File: config.mk
export PLATFORM = sky130hd
export DESIGN_NAME = i2c_master_byte_engine_unit
export DESIGN_NICKNAME = d
export VERILOG_FILES = /design/src/i2cm_pkg.sv /design/src/i2cm_front.sv /design/src/i2cm_seq.sv /design/src/i2cm_outq.sv /design/src/i2c_master_byte_engine_unit.sv
export SDC_FILE = /design/constraint.sdc
export NUM_CORES = 1
export LEC_CHECK = 0
export BUFFER_PORTS_ARGS = -buffer_cell sky130_fd_sc_hd__buf_2
export CAP_MARGIN = 10
export CELL_PAD_IN_SITES_DETAIL_PLACEMENT = 0
export CELL_PAD_IN_SITES_GLOBAL_PLACEMENT = 1
export CORE_UTILIZATION = 51
export DETAILED_ROUTE_END_ITERATION = 10
export GPL_TIMING_DRIVEN = 0
export PLACE_DENSITY = 0.95
export SYNTH_ARGS = -nofsm -noshare
export SYNTH_HDL_FRONTEND = slang
export SYNTH_HIERARCHICAL = 1
export SYNTH_SLANG_ARGS = --single-unit
File: constraint.sdc
create_clock -name clk -period 7.1 [get_ports clk]
set_clock_uncertainty 0.05 [all_clocks]
set_input_delay 0.71 -clock clk [delete_from_list [all_inputs] [get_ports clk]]
set_output_delay 0.71 -clock clk [all_outputs]
set_load 0.05 [all_outputs]
File: src/i2cm_pkg.sv
`default_nettype none

package i2cm_pkg;

  localparam int unsigned PHASE_W = 16;
  localparam int unsigned POLL_W  = 10;
  localparam int unsigned BYTE_W  = 8;
  localparam int unsigned BIT_CNT_W = 4;

  localparam logic [PHASE_W-1:0]   PHASE_TICKS_RESET = 16'd2;
  localparam logic [POLL_W-1:0]    ACK_LIMIT_RESET   = 10'd100;
  localparam logic [BIT_CNT_W-1:0] BITS_PER_BYTE     = 4'd8;

  typedef enum logic [0:0] {
    REG_PHASE_TICKS = 1'b0,
    REG_ACK_LIMIT   = 1'b1
  } reg_index_t;

  typedef enum logic [1:0] {
    CMD_START = 2'd0,
    CMD_STOP  = 2'd1,
    CMD_WRITE = 2'd2,
    CMD_READ  = 2'd3
  } cmd_t;

  typedef enum logic [4:0] {
    STEP_IDLE   = 5'd0,
    STEP_ST_A   = 5'd1,
    STEP_ST_B   = 5'd2,
    STEP_ST_C   = 5'd3,
    STEP_SP_A   = 5'd4,
    STEP_SP_B   = 5'd5,
    STEP_SP_C   = 5'd6,
    STEP_WR_LO  = 5'd7,
    STEP_WR_HI  = 5'd8,
    STEP_AK_LO  = 5'd9,
    STEP_AK_HI  = 5'd10,
    STEP_AK_END = 5'd11,
    STEP_RD_LO  = 5'd12,
    STEP_RD_HI  = 5'd13,
    STEP_RA_LO  = 5'd14,
    STEP_RA_HI  = 5'd15,
    STEP_RA_END = 5'd16
  } step_t;

  // One classified tick as it travels from the front queue to the sequencer.
  typedef struct packed {
    logic              load;
    cmd_t              cmd;
    logic [BYTE_W-1:0] wdata;
    logic              send_ack;
    logic              sda;
  } tick_t;

  // One result beat.
  typedef struct packed {
    logic              scl;
    logic              sda;
    logic              busy;
    logic              done;
    logic [BYTE_W-1:0] rdata;
    logic              timeout;
  } res_t;

endpackage

`default_nettype wire

File: src/i2cm_front.sv
`default_nettype none

module i2cm_front (
  input  wire logic                         clk,
  input  wire logic                         rst,
  input  wire logic                         push,
  output logic                              full,
  input  wire logic                         command_valid,
  input  wire i2cm_pkg::cmd_t               command,
  input  wire logic [i2cm_pkg::BYTE_W-1:0]  write_data,
  input  wire logic                         send_ack,
  input  wire logic                         sda_in,
  output logic                              q_valid,
  output i2cm_pkg::tick_t                   q_item,
  input  wire logic                         q_pop
);
  import i2cm_pkg::*;

  tick_t       slot [2];
  logic        wr_ptr;
  logic        rd_ptr;
  logic [1:0]  count;
  logic        push_ok;
  logic        pop_ok;
  tick_t       classified;

  assign full    = (count == 2'd2);
  assign q_valid = (count != 2'd0);
  assign q_item  = slot[rd_ptr];
  assign push_ok = push && !full;
  assign pop_ok  = q_pop && q_valid;

  // Classify: fold the offer flag into the command record.
  always_comb begin
    classified.load     = command_valid;
    classified.cmd      = command;
    classified.wdata    = write_data;
    classified.send_ack = send_ack;
    classified.sda      = sda_in;
  end

  always_ff @(posedge clk) begin
    if (push_ok) begin
      slot[wr_ptr] <= classified;
    end
  end

  always_ff @(posedge clk) begin
    if (rst) begin
      wr_ptr <= 1'b0;
      rd_ptr <= 1'b0;
      count  <= 2'd0;
    end else begin
      if (push_ok) wr_ptr <= ~wr_ptr;
      if (pop_ok)  rd_ptr <= ~rd_ptr;
      unique case ({push_ok, pop_ok})
        2'b10:   count <= count + 2'd1;
        2'b01:   count <= count - 2'd1;
        default: count <= count;
      endcase
    end
  end

endmodule

`default_nettype wire

File: src/i2cm_seq.sv
`default_nettype none

module i2cm_seq (
  input  wire logic                          clk,
  input  wire logic                          rst,
  input  wire logic                          cfg_write,
  input  wire i2cm_pkg::reg_index_t          cfg_index,
  input  wire logic [i2cm_pkg::PHASE_W-1:0]  cfg_data,
  input  wire logic                          in_valid,
  input  wire i2cm_pkg::tick_t               in_item,
  output logic                               in_pop,
  input  wire logic                          res_ready,
  output logic                               res_push,
  output i2cm_pkg::res_t                     res_item
);
  import i2cm_pkg::*;

  logic [PHASE_W-1:0]   phase_ticks;
  logic [POLL_W-1:0]    ack_timeout_limit;

  step_t                sequence_step, sequence_step_next;
  logic [BIT_CNT_W-1:0] bit_count, bit_count_next;
  logic [BYTE_W-1:0]    shift_byte, shift_byte_next;
  logic [PHASE_W-1:0]   phase_count, phase_count_next;
  logic [POLL_W-1:0]    poll_count, poll_count_next;
  logic                 scl_level, scl_level_next;
  logic                 sda_level, sda_level_next;
  logic                 ack_choice, ack_choice_next;
  logic                 timeout_flag, timeout_flag_next;
  logic [BYTE_W-1:0]    received_byte, received_byte_next;

  logic [PHASE_W-1:0]   eff_ticks;
  logic                 go;
  logic                 enter_step;
  step_t                target;

  // Pin levels {scl, sda} held during a phase.
  function automatic logic [1:0] step_pins(step_t s, logic msb, logic ack_sel,
                                           logic [1:0] hold);
    logic [1:0] p;
    unique case (s)
      STEP_ST_A:   p = 2'b11;
      STEP_ST_B:   p = 2'b10;
      STEP_ST_C:   p = 2'b00;
      STEP_SP_A:   p = 2'b00;
      STEP_SP_B:   p = 2'b10;
      STEP_SP_C:   p = 2'b11;
      STEP_WR_LO:  p = {1'b0, msb};
      STEP_WR_HI:  p = {1'b1, msb};
      STEP_AK_LO:  p = 2'b01;
      STEP_AK_HI:  p = 2'b11;
      STEP_AK_END: p = 2'b01;
      STEP_RD_LO:  p = 2'b01;
      STEP_RD_HI:  p = 2'b11;
      STEP_RA_LO:  p = {1'b0, ~ack_sel};
      STEP_RA_HI:  p = {1'b1, ~ack_sel};
      STEP_RA_END: p = 2'b01;
      default:     p = hold;
    endcase
    return p;
  endfunction

  assign go        = in_valid && res_ready;
  assign in_pop    = go;
  assign res_push  = go;
  assign eff_ticks = (phase_ticks == '0) ? PHASE_W'(1) : phase_ticks;

  always_comb begin
    sequence_step_next = sequence_step;
    bit_count_next     = bit_count;
    shift_byte_next    = shift_byte;
    phase_count_next   = phase_count;
    poll_count_next    = poll_count;
    scl_level_next     = scl_level;
    sda_level_next     = sda_level;
    ack_choice_next    = ack_choice;
    timeout_flag_next  = timeout_flag;
    received_byte_next = received_byte;
    enter_step         = 1'b0;
    target             = STEP_IDLE;
    res_item           = '0;

    // Load a command offered while idle; this tick is the first of its phase.
    if (sequence_step == STEP_IDLE && in_item.load) begin
      bit_count_next = '0;
      unique case (in_item.cmd)
        CMD_START: sequence_step_next = STEP_ST_A;
        CMD_STOP:  sequence_step_next = STEP_SP_A;
        CMD_WRITE: begin
          shift_byte_next    = in_item.wdata;
          timeout_flag_next  = 1'b0;
          sequence_step_next = STEP_WR_LO;
        end
        CMD_READ: begin
          shift_byte_next    = '0;
          ack_choice_next    = in_item.send_ack;
          sequence_step_next = STEP_RD_LO;
        end
        default: sequence_step_next = STEP_IDLE;
      endcase
      phase_count_next = '0;
      {scl_level_next, sda_level_next} = step_pins(sequence_step_next,
          shift_byte_next[BYTE_W-1], ack_choice_next, {scl_level, sda_level});
    end

    res_item.scl = scl_level_next;
    res_item.sda = sda_level_next;

    if (sequence_step_next != STEP_IDLE) begin
      res_item.busy    = 1'b1;
      phase_count_next = phase_count_next + PHASE_W'(1);
      if (phase_count_next >= eff_ticks) begin
        enter_step = 1'b1;
        unique case (sequence_step_next)
          STEP_ST_A:  target = STEP_ST_B;
          STEP_ST_B:  target = STEP_ST_C;
          STEP_SP_A:  target = STEP_SP_B;
          STEP_SP_B:  target = STEP_SP_C;
          STEP_WR_LO: target = STEP_WR_HI;
          STEP_WR_HI: begin
            shift_byte_next = {shift_byte_next[BYTE_W-2:0], 1'b0};
            bit_count_next  = bit_count_next + BIT_CNT_W'(1);
            if (bit_count_next >= BITS_PER_BYTE) begin
              poll_count_next = '0;
              target          = STEP_AK_LO;
            end else begin
              target = STEP_WR_LO;
            end
          end
          STEP_AK_LO: target = STEP_AK_HI;
          STEP_AK_HI: begin
            if (!in_item.sda) begin
              target = STEP_AK_END;
            end else if (poll_count_next >= ack_timeout_limit) begin
              timeout_flag_next = 1'b1;
              target            = STEP_SP_A;
            end else begin
              poll_count_next = poll_count_next + POLL_W'(1);
              target          = STEP_AK_HI;
            end
          end
          STEP_RD_LO: target = STEP_RD_HI;
          STEP_RD_HI: begin
            shift_byte_next = {shift_byte_next[BYTE_W-2:0], in_item.sda};
            bit_count_next  = bit_count_next + BIT_CNT_W'(1);
            target = (bit_count_next >= BITS_PER_BYTE) ? STEP_RA_LO : STEP_RD_LO;
          end
          STEP_RA_LO: target = STEP_RA_HI;
          STEP_RA_HI: target = STEP_RA_END;
          STEP_RA_END: begin
            received_byte_next = shift_byte_next;
            enter_step         = 1'b0;
          end
          default: enter_step = 1'b0;
        endcase
        phase_count_next = '0;
        if (enter_step) begin
          sequence_step_next = target;
          {scl_level_next, sda_level_next} = step_pins(target,
              shift_byte_next[BYTE_W-1], ack_choice_next, {scl_level, sda_level});
        end else begin
          sequence_step_next = STEP_IDLE;
          res_item.done      = 1'b1;
        end
      end
    end

    res_item.rdata   = received_byte_next;
    res_item.timeout = timeout_flag_next;
  end

  always_ff @(posedge clk) begin
    if (rst) begin
      phase_ticks       <= PHASE_TICKS_RESET;
      ack_timeout_limit <= ACK_LIMIT_RESET;
    end else if (cfg_write) begin
      unique case (cfg_index)
        REG_PHASE_TICKS: phase_ticks       <= cfg_data;
        REG_ACK_LIMIT:   ack_timeout_limit <= cfg_data[POLL_W-1:0];
        default:         phase_ticks       <= phase_ticks;
      endcase
    end
  end

  always_ff @(posedge clk) begin
    if (rst) begin
      sequence_step <= STEP_IDLE;
      bit_count     <= '0;
      shift_byte    <= '0;
      phase_count   <= '0;
      poll_count    <= '0;
      scl_level     <= 1'b1;
      sda_level     <= 1'b1;
      ack_choice    <= 1'b0;
      timeout_flag  <= 1'b0;
      received_byte <= '0;
    end else if (go) begin
      sequence_step <= sequence_step_next;
      bit_count     <= bit_count_next;
      shift_byte    <= shift_byte_next;
      phase_count   <= phase_count_next;
      poll_count    <= poll_count_next;
      scl_level     <= scl_level_next;
      sda_level     <= sda_level_next;
      ack_choice    <= ack_choice_next;
      timeout_flag  <= timeout_flag_next;
      received_byte <= received_byte_next;
    end
  end

endmodule

`default_nettype wire

File: src/i2cm_outq.sv
`default_nettype none

module i2cm_outq (
  input  wire logic            clk,
  input  wire logic            rst,
  input  wire logic            wr_en,
  input  wire i2cm_pkg::res_t  wr_item,
  output logic                 wr_ready,
  output logic                 empty,
  input  wire logic            pop,
  output i2cm_pkg::res_t       head
);
  import i2cm_pkg::*;

  res_t        slot [2];
  logic        wr_ptr;
  logic        rd_ptr;
  logic [1:0]  count;
  logic        wr_ok;
  logic        pop_ok;

  assign wr_ready = (count != 2'd2);
  assign empty    = (count == 2'd0);
  assign head     = slot[rd_ptr];
  assign wr_ok    = wr_en && wr_ready;
  assign pop_ok   = pop && !empty;

  always_ff @(posedge clk) begin
    if (wr_ok) begin
      slot[wr_ptr] <= wr_item;
    end
  end

  always_ff @(posedge clk) begin
    if (rst) begin
      wr_ptr <= 1'b0;
      rd_ptr <= 1'b0;
      count  <= 2'd0;
    end else begin
      if (wr_ok)  wr_ptr <= ~wr_ptr;
      if (pop_ok) rd_ptr <= ~rd_ptr;
      unique case ({wr_ok, pop_ok})
        2'b10:   count <= count + 2'd1;
        2'b01:   count <= count - 2'd1;
        default: count <= count;
      endcase
    end
  end

endmodule

`default_nettype wire

File: src/i2c_master_byte_engine_unit.sv
// Channel   | Handshake            | Beat contents
// ----------+----------------------+---------------------------------------------
// tick in   | push / full          | command_valid, command, write_data,
//           |                      | send_ack, sda_in
// result    | empty / pop          | scl_out, sda_out, busy_res, done_res,
//           |                      | read_data, ack_timeout
// config    | cfg_write            | cfg_index, cfg_data (no wait, no read-back)
//
// One tick beat per clock sustained while results are popped; each tick yields
// exactly one result beat. A tick lands in a two-entry front queue, and the
// sequencer retires one tick per clock into a two-entry result queue with room,
// so a result beat is registered in both queues before it reaches the ports.
// Synchronous reset empties both queues and parks the bus with SCL and SDA
// released; config registers return to 2 ticks per phase and ACK limit 100.
// A stalled pop holds the sequencer once the result queue fills; full rises
// after the front queue fills behind it.
`default_nettype none

module i2c_master_byte_engine_unit (
  input  wire logic                          clk,
  input  wire logic                          rst,
  input  wire logic                          push,
  output logic                               full,
  input  wire logic                          command_valid,
  input  wire i2cm_pkg::cmd_t                command,
  input  wire logic [i2cm_pkg::BYTE_W-1:0]   write_data,
  input  wire logic                          send_ack,
  input  wire logic                          sda_in,
  output logic                               empty,
  input  wire logic                          pop,
  output logic                               scl_out,
  output logic                               sda_out,
  output logic                               busy_res,
  output logic                               done_res,
  output logic [i2cm_pkg::BYTE_W-1:0]        read_data,
  output logic                               ack_timeout,
  input  wire logic                          cfg_write,
  input  wire i2cm_pkg::reg_index_t          cfg_index,
  input  wire logic [i2cm_pkg::PHASE_W-1:0]  cfg_data
);
  import i2cm_pkg::*;

  logic  q_valid;
  tick_t q_item;
  logic  q_pop;
  logic  res_ready;
  logic  res_push;
  res_t  res_item;
  res_t  res_head;

  // Front: accept and classify ticks, hold them in a short queue.
  i2cm_front u_front (
    .clk           (clk),
    .rst           (rst),
    .push          (push),
    .full          (full),
    .command_valid (command_valid),
    .command       (command),
    .write_data    (write_data),
    .send_ack      (send_ack),
    .sda_in        (sda_in),
    .q_valid       (q_valid),
    .q_item        (q_item),
    .q_pop         (q_pop)
  );

  // Back: bus phase sequencer, one tick per clock when both queues allow.
  i2cm_seq u_seq (
    .clk       (clk),
    .rst       (rst),
    .cfg_write (cfg_write),
    .cfg_index (cfg_index),
    .cfg_data  (cfg_data),
    .in_valid  (q_valid),
    .in_item   (q_item),
    .in_pop    (q_pop),
    .res_ready (res_ready),
    .res_push  (res_push),
    .res_item  (res_item)
  );

  // Result queue: decouple the sequencer from a stalled consumer.
  i2cm_outq u_outq (
    .clk      (clk),
    .rst      (rst),
    .wr_en    (res_push),
    .wr_item  (res_item),
    .wr_ready (res_ready),
    .empty    (empty),
    .pop      (pop),
    .head     (res_head)
  );

  assign scl_out     = res_head.scl;
  assign sda_out     = res_head.sda;
  assign busy_res    = res_head.busy;
  assign done_res    = res_head.done;
  assign read_data   = res_head.rdata;
  assign ack_timeout = res_head.timeout;

endmodule

`default_nettype wire

* Word level (Yosys, flattened, before mapping)
Memory sizes are Yosys's and may differ from the RTL's. A register that Yosys moved wholly into a read port is not among the register bits. Index checks and enable logic that the tools add are counted.
Cells by class: bitwise operators 7, reductions and logical operators 31, magnitude comparators 3, add/sub/neg operators 7, mux-type cells 70, eq/ne operators 58
Operator list (count):
- $eq 5x4->1 const B | 23
- $mux 16 | 4
- $pmux 5 s12 | 1
- $mux 8 | 7
- $eq 5x3->1 const B | 11
- $mux 5 | 8
- $pmux 2 s8 | 2
- $pmux 8 s2 | 2
- $mux 1 | 31
- $mux 10 | 3
- $eq 5x2->1 const B | 5
- $mux 4 | 6
- $pmux 10 s2 | 1
- $pmux 5 s4 | 1
- $add 16x1->16 const B | 1
- $ge 16x16->1 | 1
- $logic_not 16->1 | 1
- $reduce_or 4->1 | 4
- $eq 5x1->1 const B | 3
- $eq 5x5->1 const B | 3
- $reduce_or 12->1 | 1
- $ne 11x11->1 const B | 1
- $add 10x1->10 const B | 1
- $eq 2x2->1 const B | 5
- other kinds (20) | 50
Word-level totals: output and inout bits 15, input bits 35, bits in writable memories 52, memories kept 2, register bits after elaboration 89, word-level logic and storage cells 196
Memories:
- u_front.slot | depth 2, width 13, read ports 1, clocked after Yosys merged registers in 1, write ports 1, RTL line i2cm_front.sv:19 | tick_t slot [2];
- u_outq.slot | depth 2, width 13, read ports 1, clocked after Yosys merged registers in 1, write ports 1, RTL line i2cm_outq.sv:15 | res_t slot [2];

* Depth between registers and ports, before layout
Gate-level depths: netlist of the first run.
depth in word-level cells 15, depth in mapped cells 20, depth with buffers taken out 18

* Cells and area by module
Netlist of the first run, hierarchy kept.
Modules (own cells, without submodules):
- i2cm_seq | area an instance 5231.3 um^2, cells an instance 701, times used 1, seq. area each 1621.6 um^2
- i2cm_front | area an instance 1158.6 um^2, cells an instance 66, times used 1, seq. area each 880.8 um^2
- i2cm_outq | area an instance 1152.4 um^2, cells an instance 64, times used 1, seq. area each 880.8 um^2

* Least setup slack after synthesis of the first run
Ideal clock, no wire load.
kind flip-flop to flip-flop, start point register (tool-made name), end point memory u_outq/slot[0][2] in the netlist's numbering, data pin, arrival 4.465 ns, path buffers 1, setup time 0.265 ns, period minus slack after synthesis 4.780 ns, path slack 2.320 ns, required time 6.785 ns, stages on the path, launching flop included 16, cells stage by stage dfxtp_1 > mux2_2 > and2b_4 > nand2_1 > clkbuf_1 > and2_1 > ha_1 > nor4bb_1 > nand4_1 > or3_1 > a21oi_1 > ha_1 > nand4_1 > o31a_1 > nor4_4 > mux2_2
RTL lines (RTL line):
- end: declaration | i2cm_outq.sv:15

==> flow_metrics.py, run 1 <==
metrics = {
    "layout": {
        "fill_cells": 1262,
        "diodes": 0,
        "stdcell_count": 1096,
        "area_growth_pct": 13.97,
        "drive_gt1_share_pct": 15.13,
        "layout.nets": 969,
        "final_util_pct": 59.37,
        "final_area_um2": 8596,
    },
    "worst_setup_path": {
        "cp-start-kind": "flip-flop",
        "worstSetupPathType": "reg2reg",
        "required_ns": 7.38,
        "setup.worst_path.end_class": "flip-flop",
        "crit_path_max_fanout": 10,
        "critPathArrivalTime_ns": 6.45,
    },
    "pwr": {
        "p_total_mw": 3.399,
        "ir_drop_v": 0.0002171,
        "power.leakage_nw": 3.208,
        "p_per_area_nw_per_um2": 395.4,
    },
    "place": {
        "pre_cts_slack_ns": 1.179,
        "post_dp_cell_area_um2": 8018,
        "dp_cells": 1064,
        "place.gp.congestion": 0.9548,
        "hpwlAfterDp_mm": 12.74,
        "port_buffers": 49,
    },
    "global_route": {
        "grt_use_total_pct": 25.28,
        "grt_antenna_before_repair": 0,
        "use_met1_pct": 34.55,
        "grt_pass1_vias": 5955,
        "grt.met3_usage_pct": 5.495,
        "grt_first_pass_wirelength_mm": 29.22,
        "grt_max_degree": 17,
        "met2_usage_pct": 39.13,
        "overflow": 0,
        "grt.busiest_layer": "met2",
    },
    "synthesis": {
        "yosys_warnings": 6,
        "synthArstFlopShare_pct": 0,
        "synth_seq_cells": 143,
        "yosys.area.top_type": "dfxtp_1",
        "ys_types": 75,
        "avgSynthCellArea_um2": 9.076,
        "yosysSeqAreaShare_pct": 44.86,
        "ys.flop_type": "dfxtp_1",
        "synth_edf_count": 52,
        "synth.net_count": 901,
        "syn_area_um2": 7542,
        "synth_top_area_share_pct": 24.15,
        "synthTopCellsByArea": "dfxtp_1 24%, edfxtp_1 21%, nand2_1 6.5%",
        "syn_inst": 831,
    },
    "sta": {
        "hold_viol": 0,
        "worst_slew_pin_slew_ns": 0.8651,
        "finalWorstSetupSlack_ns": 0.9297,
        "clock.fmax_ghz": 0.1621,
        "finalSetupViolCount": 0,
        "rsz0062_at_grt": "no",
        "post-route-period-util_pct": 86.91,
        "maxSlewViolCount": 0,
        "fin_tns_setup_ns": 0,
        "layout_min_cycle_time_ns": 6.170,
        "hold_slack_ns": 0.4015,
        "slew_headroom_pct": 41.80,
    },
    "routing": {
        "ant_nets": 0,
        "drc": 0,
        "vias": 6335,
        "wl_mm": 18.04,
        "drt-initial-drc-count": 571,
        "drt_pass1_iterations": 5,
        "via_per_inst": 5.780,
        "post_drt_wl_per_cell_um": 16.46,
    },
    "floorplan": {
        "ios": 50,
        "core_area_um2": 14480,
        "fp.dieW_um": 123.6,
        "die_area_um2": 15280,
        "die_h_um": 123.6,
        "start_util_pct": 52.09,
        "row_count": 44,
    },
    "outcome": {
        "status": "finished clean",
    },
    "clocking": {
        "tritoncts": "built",
        "cts.repair.resized": 0,
        "insertion_delay_ns": 0.43,
        "h-tree-depth": 4,
        "clk_pin_slew_ns": 0.06,
        "holdBufCountCts": 0,
        "post-cts-setup-buffers": 0,
        "numCtsBuffers": 17,
        "root_buffer": "clkbuf_16",
        "cts.path.max_buffers": 2,
        "clock-sinks": 143,
    },
    "run": {
        "cap_violations": 0,
    },
    "min_path": {
        "worstHoldPathType": "reg2reg",
    },
}
==> registers in the layout (all words and copies together), names as in the netlist, 2 cells and up, named ones only <==
name and count:
u_front/slot 26, u_seq/received_byte 8, u_seq/phase_ticks 16, u_seq/poll_count 10, u_seq/shift_byte 8, u_seq/bit_count 4, u_outq/count 2, u_front/count 2
u_seq/ack_timeout_limit 10, u_seq/sequence_step 5, u_seq/phase_count 16, u_outq/slot 26
==> cell families (layout without fill, tap and decap cells) <==
kind of cell             count (synthesis)  count (layout)  synth area share (%)
buffers and inverters                   84             165                 4.413
XOR/XNOR                                27              27                 3.135
multiplexers                            36              36                 5.275
AND/OR/NAND/NOR                        325             325                 20.94
flip-flops                             143             143                 44.86
AO/OA/AOI/OAI                          181             181                 15.58
adder cells (fa/ha/maj)                 35              35                 5.806
==> metal layers <==
| metal | wire (um) | vias to the layer above |
|---|---|---|
| li1 | - | 3120 |
| met1 | 8496 | 2961 |
| met2 | 8074 | 226 |
| met3 | 1115 | 28 |
| met4 | 354 | 0 |
| met5 | 0 | - |
==> layout by cell type, fill, tap and decap left out, types with 3 or more instances in the layout <==
cell type	n
buf_1	6
ha_1	35
clkbuf_16	17
clkbuf_1	28
nand3b_1	5
a32oi_1	3
o22ai_1	3
and2_1	8
clkinv_4	5
a21oi_1	75
a211oi_1	7
nor2b_1	5
a31oi_1	5
buf_2	57
xnor2_1	14
a2111oi_0	3
edfxtp_1	52
o211ai_1	4
nand2_1	131
mux2_2	30
nor2_1	69
a21o_1	4
and3_1	9
dfxtp_1	91
mux2i_1	6
inv_1	41
xor2_1	13
nand4_1	16
nor3b_1	4
a22oi_1	14
nor3_1	12
a211o_1	4
nor4_1	5
nand2b_1	10
or3_1	8
nand3_1	24
o21ai_0	24
==> critical path, stage by stage (launching register included) <==
cell and delay, ns:
dfxtp_1 0.42, mux2_2 0.46, and2b_4 0.23, nand2_1 0.21, clkbuf_1 0.37, and2_1 0.25
ha_1 0.24, nor4bb_1 0.56, nand4_1 0.34, or3_1 0.43, a21oi_1 0.23, ha_1 0.28
a21o_1 0.16, a21oi_1 0.16, o31a_1 0.48, buf_2 0.36, and2_1 0.16, clkbuf_1 0.29
a21oi_1 0.12, a211oi_1 0.25
==> worst paths after layout <==
kind	start	end	slack (ns)	cells past startpoint
max	flip-flop	u_seq/phase_count[11]$_SDFFE_PP0P_	0.93	19
min	u_seq/shift_byte[4]$_SDFFE_PP0P_	u_seq/shift_byte[4]$_SDFFE_PP0P_	0.40	2
max reg2reg	flip-flop	u_seq/phase_count[11]$_SDFFE_PP0P_	0.93	19
min reg2reg	u_seq/shift_byte[4]$_SDFFE_PP0P_	u_seq/shift_byte[4]$_SDFFE_PP0P_	0.40	2
==> Yosys cell counts (all sizes together), types with 9 or more instances <==
cell / instances
and3: 9
clkbuf: 25
a21oi: 75
nor3: 12
xnor2: 14
edfxtp: 52
buf: 16
nor2: 70
nand2b: 12
o21ai: 26
nand3: 24
nand4: 16
ha: 35
a22oi: 14
mux2: 30
inv: 43
xor2: 13
nand2: 131
dfxtp: 91
==> report_power, final <==
part | internal (mW) | switching (mW)
sequential | 1.01 | 0.0681
combinational | 0.452 | 0.999
clock | 0.520 | 0.348
==> layout make-up <==
cell class	instances	area (um2)	share of cell area, %
buffer	41	171.4	1.994
clock buffer	20	436.7	5.080
clock inverter	12	141.4	1.645
inverter	43	161.4	1.878
multi-input combinational	604	3826	44.51
sequential	143	3383	39.36
tap	184	230.2	2.678
timing repair buffer	49	245.2	2.853
Power figures use the tool's default switching activity.
==> run 2: changes to the inputs <==
Settings changed: CORE_UTILIZATION 51 to 42, PLACE_DENSITY 0.95 to 0.86.
Clock period 7.1 ns to 5.3 ns, I/O delays scaled along.
==> run 2 against run 1 <==
Net effect: clock power is 28% higher; worst hold slack worse by 0.16 ns; combinational power is 36% higher; non-clock buffer count is 2 higher; sequential share of layout area is 0.40 points lower; routed wire length is 1.2% higher; worst setup slack worse by 0.71 ns; cell count is 3.9% higher; clock-buffer cell count is 3 lower; cell area is 1.0% higher; sequential power is 33% higher; maximum frequency is 22% higher.
==> flow_metrics.py, run 2 (synthesis gave the netlist of run 1 again) <==
metrics = {
    "floorplan": {
        "die_h_um": 136.0,
        "ios": 50,
        "core_area_um2": 17420,
        "start_util_pct": 43.30,
        "die_area_um2": 18500,
        "row_count": 48,
        "fp.dieW_um": 136.0,
    },
    "clocking": {
        "clk_pin_slew_ns": 0.07,
        "insertion_delay_ns": 0.43,
        "tritoncts": "built",
        "clock-sinks": 143,
        "root_buffer": "clkbuf_16",
        "h-tree-depth": 4,
        "numCtsBuffers": 17,
        "holdBufCountCts": 0,
        "cts.path.max_buffers": 2,
    },
    "routing": {
        "vias": 6311,
        "post_drt_wl_per_cell_um": 16.03,
        "drc": 0,
        "drt-initial-drc-count": 589,
        "ant_nets": 0,
        "via_per_inst": 5.541,
        "drt_pass1_iterations": 6,
        "wl_mm": 18.26,
    },
    "global_route": {
        "grt_max_degree": 17,
        "grt_use_total_pct": 20.87,
        "grt_first_pass_wirelength_mm": 29.77,
        "grt_antenna_before_repair": 0,
        "overflow": 0,
        "grt_pass1_vias": 5808,
    },
    "pwr": {
        "ir_drop_v": 0.0003571,
        "p_sw_mw": 1.942,
        "p_total_mw": 4.522,
        "power.leakage_nw": 3.231,
        "clkPwrFrac_pct": 24.6,
        "power.share.switching_pct": 42.94,
        "seqPwrFrac_pct": 31.9,
        "combPwrFrac_pct": 43.5,
        "internal_power_mw": 2.580,
        "p_per_area_nw_per_um2": 520.7,
    },
    "worst_setup_path": {
        "required_ns": 5.56,
        "setup.worst_path.end_class": "flip-flop",
        "cp-start-kind": "flip-flop",
        "worstSetupPathType": "reg2reg",
        "crit_path_max_fanout": 10,
        "critPathArrivalTime_ns": 5.34,
    },
    "sta": {
        "maxSlewViolCount": 0,
        "hold_viol": 0,
        "post-route-period-util_pct": 95.78,
        "worst_slew_pin_slew_ns": 0.8989,
        "finalSetupViolCount": 0,
        "clock.fmax_ghz": 0.1970,
        "rsz0062_at_grt": "no",
        "hold_slack_ns": 0.2365,
        "slew_headroom_pct": 39.52,
        "layout_min_cycle_time_ns": 5.077,
    },
    "layout": {
        "top_regs": "u_front/slot: 26 flops, u_outq/slot: 26 flops",
        "layout.nets": 971,
        "area_growth_pct": 15.15,
        "final_area_um2": 8685,
        "diodes": 0,
        "drive_gt1_share_pct": 16.85,
        "fill_cells": 1663,
        "final_cell_mix": "130 x nand2_1, 91 x dfxtp_1, 75 x a21oi_1",
        "stdcell_count": 1139,
        "layout_commonest_cell": "nand2_1",
        "final_util_pct": 49.86,
    },
    "place": {
        "port_buffers": 49,
        "hpwlAfterDp_mm": 13.14,
        "post_dp_cell_area_um2": 8069,
        "place.gp.congestion": 0.8808,
        "dp_cells": 1105,
    },
    "run": {
        "cap_violations": 0,
    },
    "outcome": {
        "status": "finished clean",
    },
    "min_path": {
        "worstHoldPathType": "in2reg",
    },
}
==> run 2: cell count changes in the layout (fill, tap and decap cells not counted), sizes merged <==
cell,before,now
buf,65,67
clkinv,6,3
clkbuf,45,42
inv,45,52
clkinvlp,2,3
bufinv,2,0
==> run 2: power groups by stage <==
stage	Combinational, mW	Sequential (mW)	Clock, mW
final	1.97	1.44	1.11
after global routing	2.12	1.46	1.18
after CTS	1.93	1.44	1.13
after detailed placement	1.90	1.46	0
after global placement	1.90	1.46	0
after floorplan	1.44	1.44	0
==> run 2: repair_timing <==
item / CTS / global route
pin swaps: 2 / 0
gates resized for setup: 9 / 9
setup endpoints to repair: 74 / 50
cloned: 0 / 0
buffers inserted: 3 / 0
==> run 2: path summary, 6_finish.rpt <==
| path | slack, ns | cells after the start | startpoint | to |
|---|---|---|---|---|
| setup / recovery | 0.22 | 16 | flip-flop | u_seq/sda_level$_SDFFE_PP1P_ |
| hold / removal | 0.24 | 1 | write_data[3] | u_front/slot[0][5]$_DFFE_PP_ |
| setup reg to reg | 0.22 | 16 | flip-flop | u_seq/sda_level$_SDFFE_PP1P_ |
| hold reg to reg | 0.40 | 2 | u_seq/shift_byte[5]$_SDFFE_PP0P_ | u_seq/shift_byte[5]$_SDFFE_PP0P_ |
==> run 2: metrics by stage <==
step	setup TNS (ns)	worst slack (ns)
final	0	0.2234
after global routing	0	0.05805
after CTS	0	0.01170
after detailed placement	-37.79	-0.7205
after global placement	-37.25	-0.7561
after floorplan	0	0.5199
==> run 2: layer usage <==
layer	vias up	wire [um]	GRT usage, %
met4	0	469	9.074
met3	38	1098	4.288
met5	-	0	0
li1	3111	-	-
met2	202	8027	31.08
met1	2960	8659	29.09
==> run 2: final cells by class <==
cell class	count	area (um2)	area share [%]
plain buffers	40	176.4	2.031
clock buffers	17	425.4	4.898
clock inverters	15	122.6	1.412
inverters	43	161.4	1.859
multi-input cells	604	3866	44.52
flip-flops and latches	143	3383	38.96
well taps	225	281.5	3.242
repair buffers	52	267.8	3.083
==> run 2: critical path, stage by stage, from the launching register on <==
cell and delay (ns):
dfxtp_1 0.41, mux2_2 0.46, and2b_4 0.23, nand2_2 0.14, clkbuf_4 0.23, and2_1 0.21, ha_2 0.24, nor4bb_4 0.30
nand4_1 0.18, or3_1 0.37, a21oi_1 0.25, ha_1 0.20, nand4_1 0.11, o31a_2 0.47, nand2b_2 0.28, or4_1 0.52
o32a_1 0.30
==> run 3: changes to the inputs <==
Settings changed: PLACE_DENSITY 0.86 to not set, PLACE_DENSITY_LB_ADDON set to 0.25.
==> run 3 against run 2 <==
Net effect: flip-flop and latch count did not move; clock-buffer cell count is 2 higher; first-iteration DRC count fell by 16%; critical path depth did not move; non-clock buffer count up 7; critical path type unchanged; critical endpoint unchanged.
==> flow_metrics.py, run 3 (synthesis gave the netlist of run 1 again) <==
metrics = {
    "outcome": {
        "status": "finished clean",
    },
    "worst_setup_path": {
        "crit_path_frequent_cell": "nand4_1",
        "critPathArrivalTime_ns": 5.25,
        "cpPeakStageDelay_ns": 0.51,
        "crit_path_max_fanout": 10,
        "cp-start-kind": "flip-flop",
        "critPathTopFamily": "simple AND/OR/NAND/NOR gates",
        "path_buf_inv": 1,
        "cp_slowest_cell": "or4_1",
        "setup.worst_path.end_class": "flip-flop",
        "required_ns": 5.56,
        "cp_cell_sequence": "mux2_2 -> and2b_4 -> nand2_2 -> clkbuf_4 -> and2_1 -> ha_2 -> nor4bb_4 -> nand4_1 -> or3_1 -> a21oi_2 -> ha_1 -> nand4_1 -> o31a_2 -> nand2b_2 -> or4_1 -> o32a_1",
        "worstSetupPathType": "reg2reg",
    },
    "global_route": {
        "grt_antenna_before_repair": 0,
        "grt_max_degree": 17,
        "grt_use_total_pct": 21.01,
        "grt_first_pass_wirelength_mm": 29.71,
        "grt_pass1_vias": 5741,
        "overflow": 0,
    },
    "sta": {
        "maxSlewViolCount": 0,
        "hold_viol": 0,
        "slew_headroom_pct": 47.10,
        "clock.fmax_ghz": 0.2002,
        "post-route-period-util_pct": 94.24,
        "rsz0062_at_grt": "no",
        "finalSetupViolCount": 0,
        "fin_tns_setup_ns": 0,
        "worst_slew_pin_slew_ns": 0.7862,
        "finalWorstSetupSlack_ns": 0.3054,
        "layout_min_cycle_time_ns": 4.995,
    },
    "routing": {
        "vias": 6276,
        "drt-initial-drc-count": 497,
        "via_per_inst": 5.476,
        "wl_mm": 18.80,
        "post_drt_wl_per_cell_um": 16.41,
        "drt_pass1_iterations": 5,
        "drc": 0,
        "ant_nets": 0,
    },
    "place": {
        "pre_cts_slack_ns": -0.7090,
        "hpwlAfterDp_mm": 13.45,
        "dp_cells": 1105,
        "port_buffers": 49,
        "place.gp.congestion": 0.9060,
    },
    "clocking": {
        "insertion_delay_ns": 0.42,
        "numCtsBuffers": 17,
        "holdBufCountCts": 0,
        "root_buffer": "clkbuf_16",
        "h-tree-depth": 4,
        "clk_pin_slew_ns": 0.07,
        "tritoncts": "built",
        "cts.path.max_buffers": 2,
        "clock-sinks": 143,
    },
    "layout": {
        "fill_cells": 1692,
        "seq_area_um2": 3385,
        "top_regs": "u_front/slot: 26 flops, u_outq/slot: 26 flops",
        "drive_gt1_share_pct": 17.70,
        "diodes": 0,
        "area_growth_pct": 16.19,
        "final_cell_mix": "130 x nand2_1, 90 x dfxtp_1, 74 x a21oi_1",
        "layout.nets": 978,
        "stdcell_count": 1146,
        "layout_commonest_cell": "nand2_1",
        "multi_input_area_um2": 3871,
    },
    "floorplan": {
        "row_count": 48,
        "ios": 50,
        "core_area_um2": 17420,
        "die_area_um2": 18500,
        "start_util_pct": 43.30,
        "fp.dieW_um": 136.0,
        "die_h_um": 136.0,
    },
    "min_path": {
        "worstHoldPathType": "in2reg",
    },
    "pwr": {
        "p_sw_mw": 1.964,
        "internal_power_mw": 2.619,
        "ir_drop_v": 0.0002697,
        "combPwrFrac_pct": 43.6,
        "seqPwrFrac_pct": 31.5,
        "clkPwrFrac_pct": 24.9,
        "power.share.switching_pct": 42.85,
        "p_per_area_nw_per_um2": 523.0,
        "power.leakage_nw": 3.281,
    },
    "run": {
        "cap_violations": 0,
    },
}
[run 3: final timing paths]
kind / start / to / slack (ns) / cells past startpoint
worst max register to register: flip-flop / u_seq/sda_level$_SDFFE_PP1P_ / 0.31 / 16
worst min register to register: u_seq/shift_byte[3]$_SDFFE_PP0P_ / u_seq/shift_byte[3]$_SDFFE_PP0P_ / 0.40 / 2
worst min-delay path: write_data[4] / u_front/slot[0][6]$_DFFE_PP_ / 0.24 / 1
worst max-delay path: flip-flop / u_seq/sda_level$_SDFFE_PP1P_ / 0.31 / 16
[run 3: timing repair]
| item | 4_1_cts | 5_1_grt |
|---|---|---|
| pin swaps | 2 | 2 |
| endpoints found under the setup margin | 74 | 69 |
| resized for setup | 11 | 9 |
| buffers inserted | 6 | 3 |
[run 3: worst register-to-register path, cell delays in order (launching register included)]
cell      delay, ns
dfxtp_2        0.39
mux2_2         0.46
and2b_4        0.24
nand2_2        0.15
clkbuf_4       0.23
and2_1         0.20
ha_2           0.25
nor4bb_4       0.27
nand4_1        0.24
or3_1          0.41
a21oi_2        0.19
ha_1           0.18
nand4_1        0.11
o31a_2         0.43
nand2b_2       0.27
or4_1          0.51
o32a_1         0.29
[run 3: metrics by stage]
stage                     utilization (%)  instance area (um2)  power [mW]  hold WS, ns
after floorplan                         -                 7542       2.873       0.3816
after global placement              46.33                 8069       3.399       0.3886
after detailed placement            46.33                 8069       3.389       0.3945
after CTS                           50.09                 8725       4.573       0.2231
after global routing                50.32                 8763       4.830       0.2291
final                               50.32                 8763       4.583       0.2414
[run 3: final cells by class]
type	count	area share, %
Buffer	41	2.099
Clock buffer	19	5.168
Clock inverter	13	1.314
Inverter	43	1.842
Multi-Input combinational cell	604	44.17
Sequential cell	143	38.62
Tap cell	225	3.212
Timing Repair Buffer	58	3.569
[run 3: power groups by stage]
stage / clock, mW / sequential [mW] / combinational, mW
floorplan: 0 / 1.44 / 1.44
global placement: 0 / 1.46 / 1.94
detailed placement: 0 / 1.46 / 1.92
CTS: 1.17 / 1.44 / 1.96
global route: 1.21 / 1.46 / 2.16
finish: 1.14 / 1.44 / 2.00
[run 3: metal layers]
| layer | wire length (um) | up-vias | GRT usage (%) |
|---|---|---|---|
| met2 | 8151 | 171 | 30.82 |
| met3 | 1049 | 27 | 3.654 |
| met4 | 291 | 0 | 7.346 |
| met5 | 0 | - | 0 |
| li1 | - | 3121 | - |
| met1 | 9312 | 2957 | 30.73 |
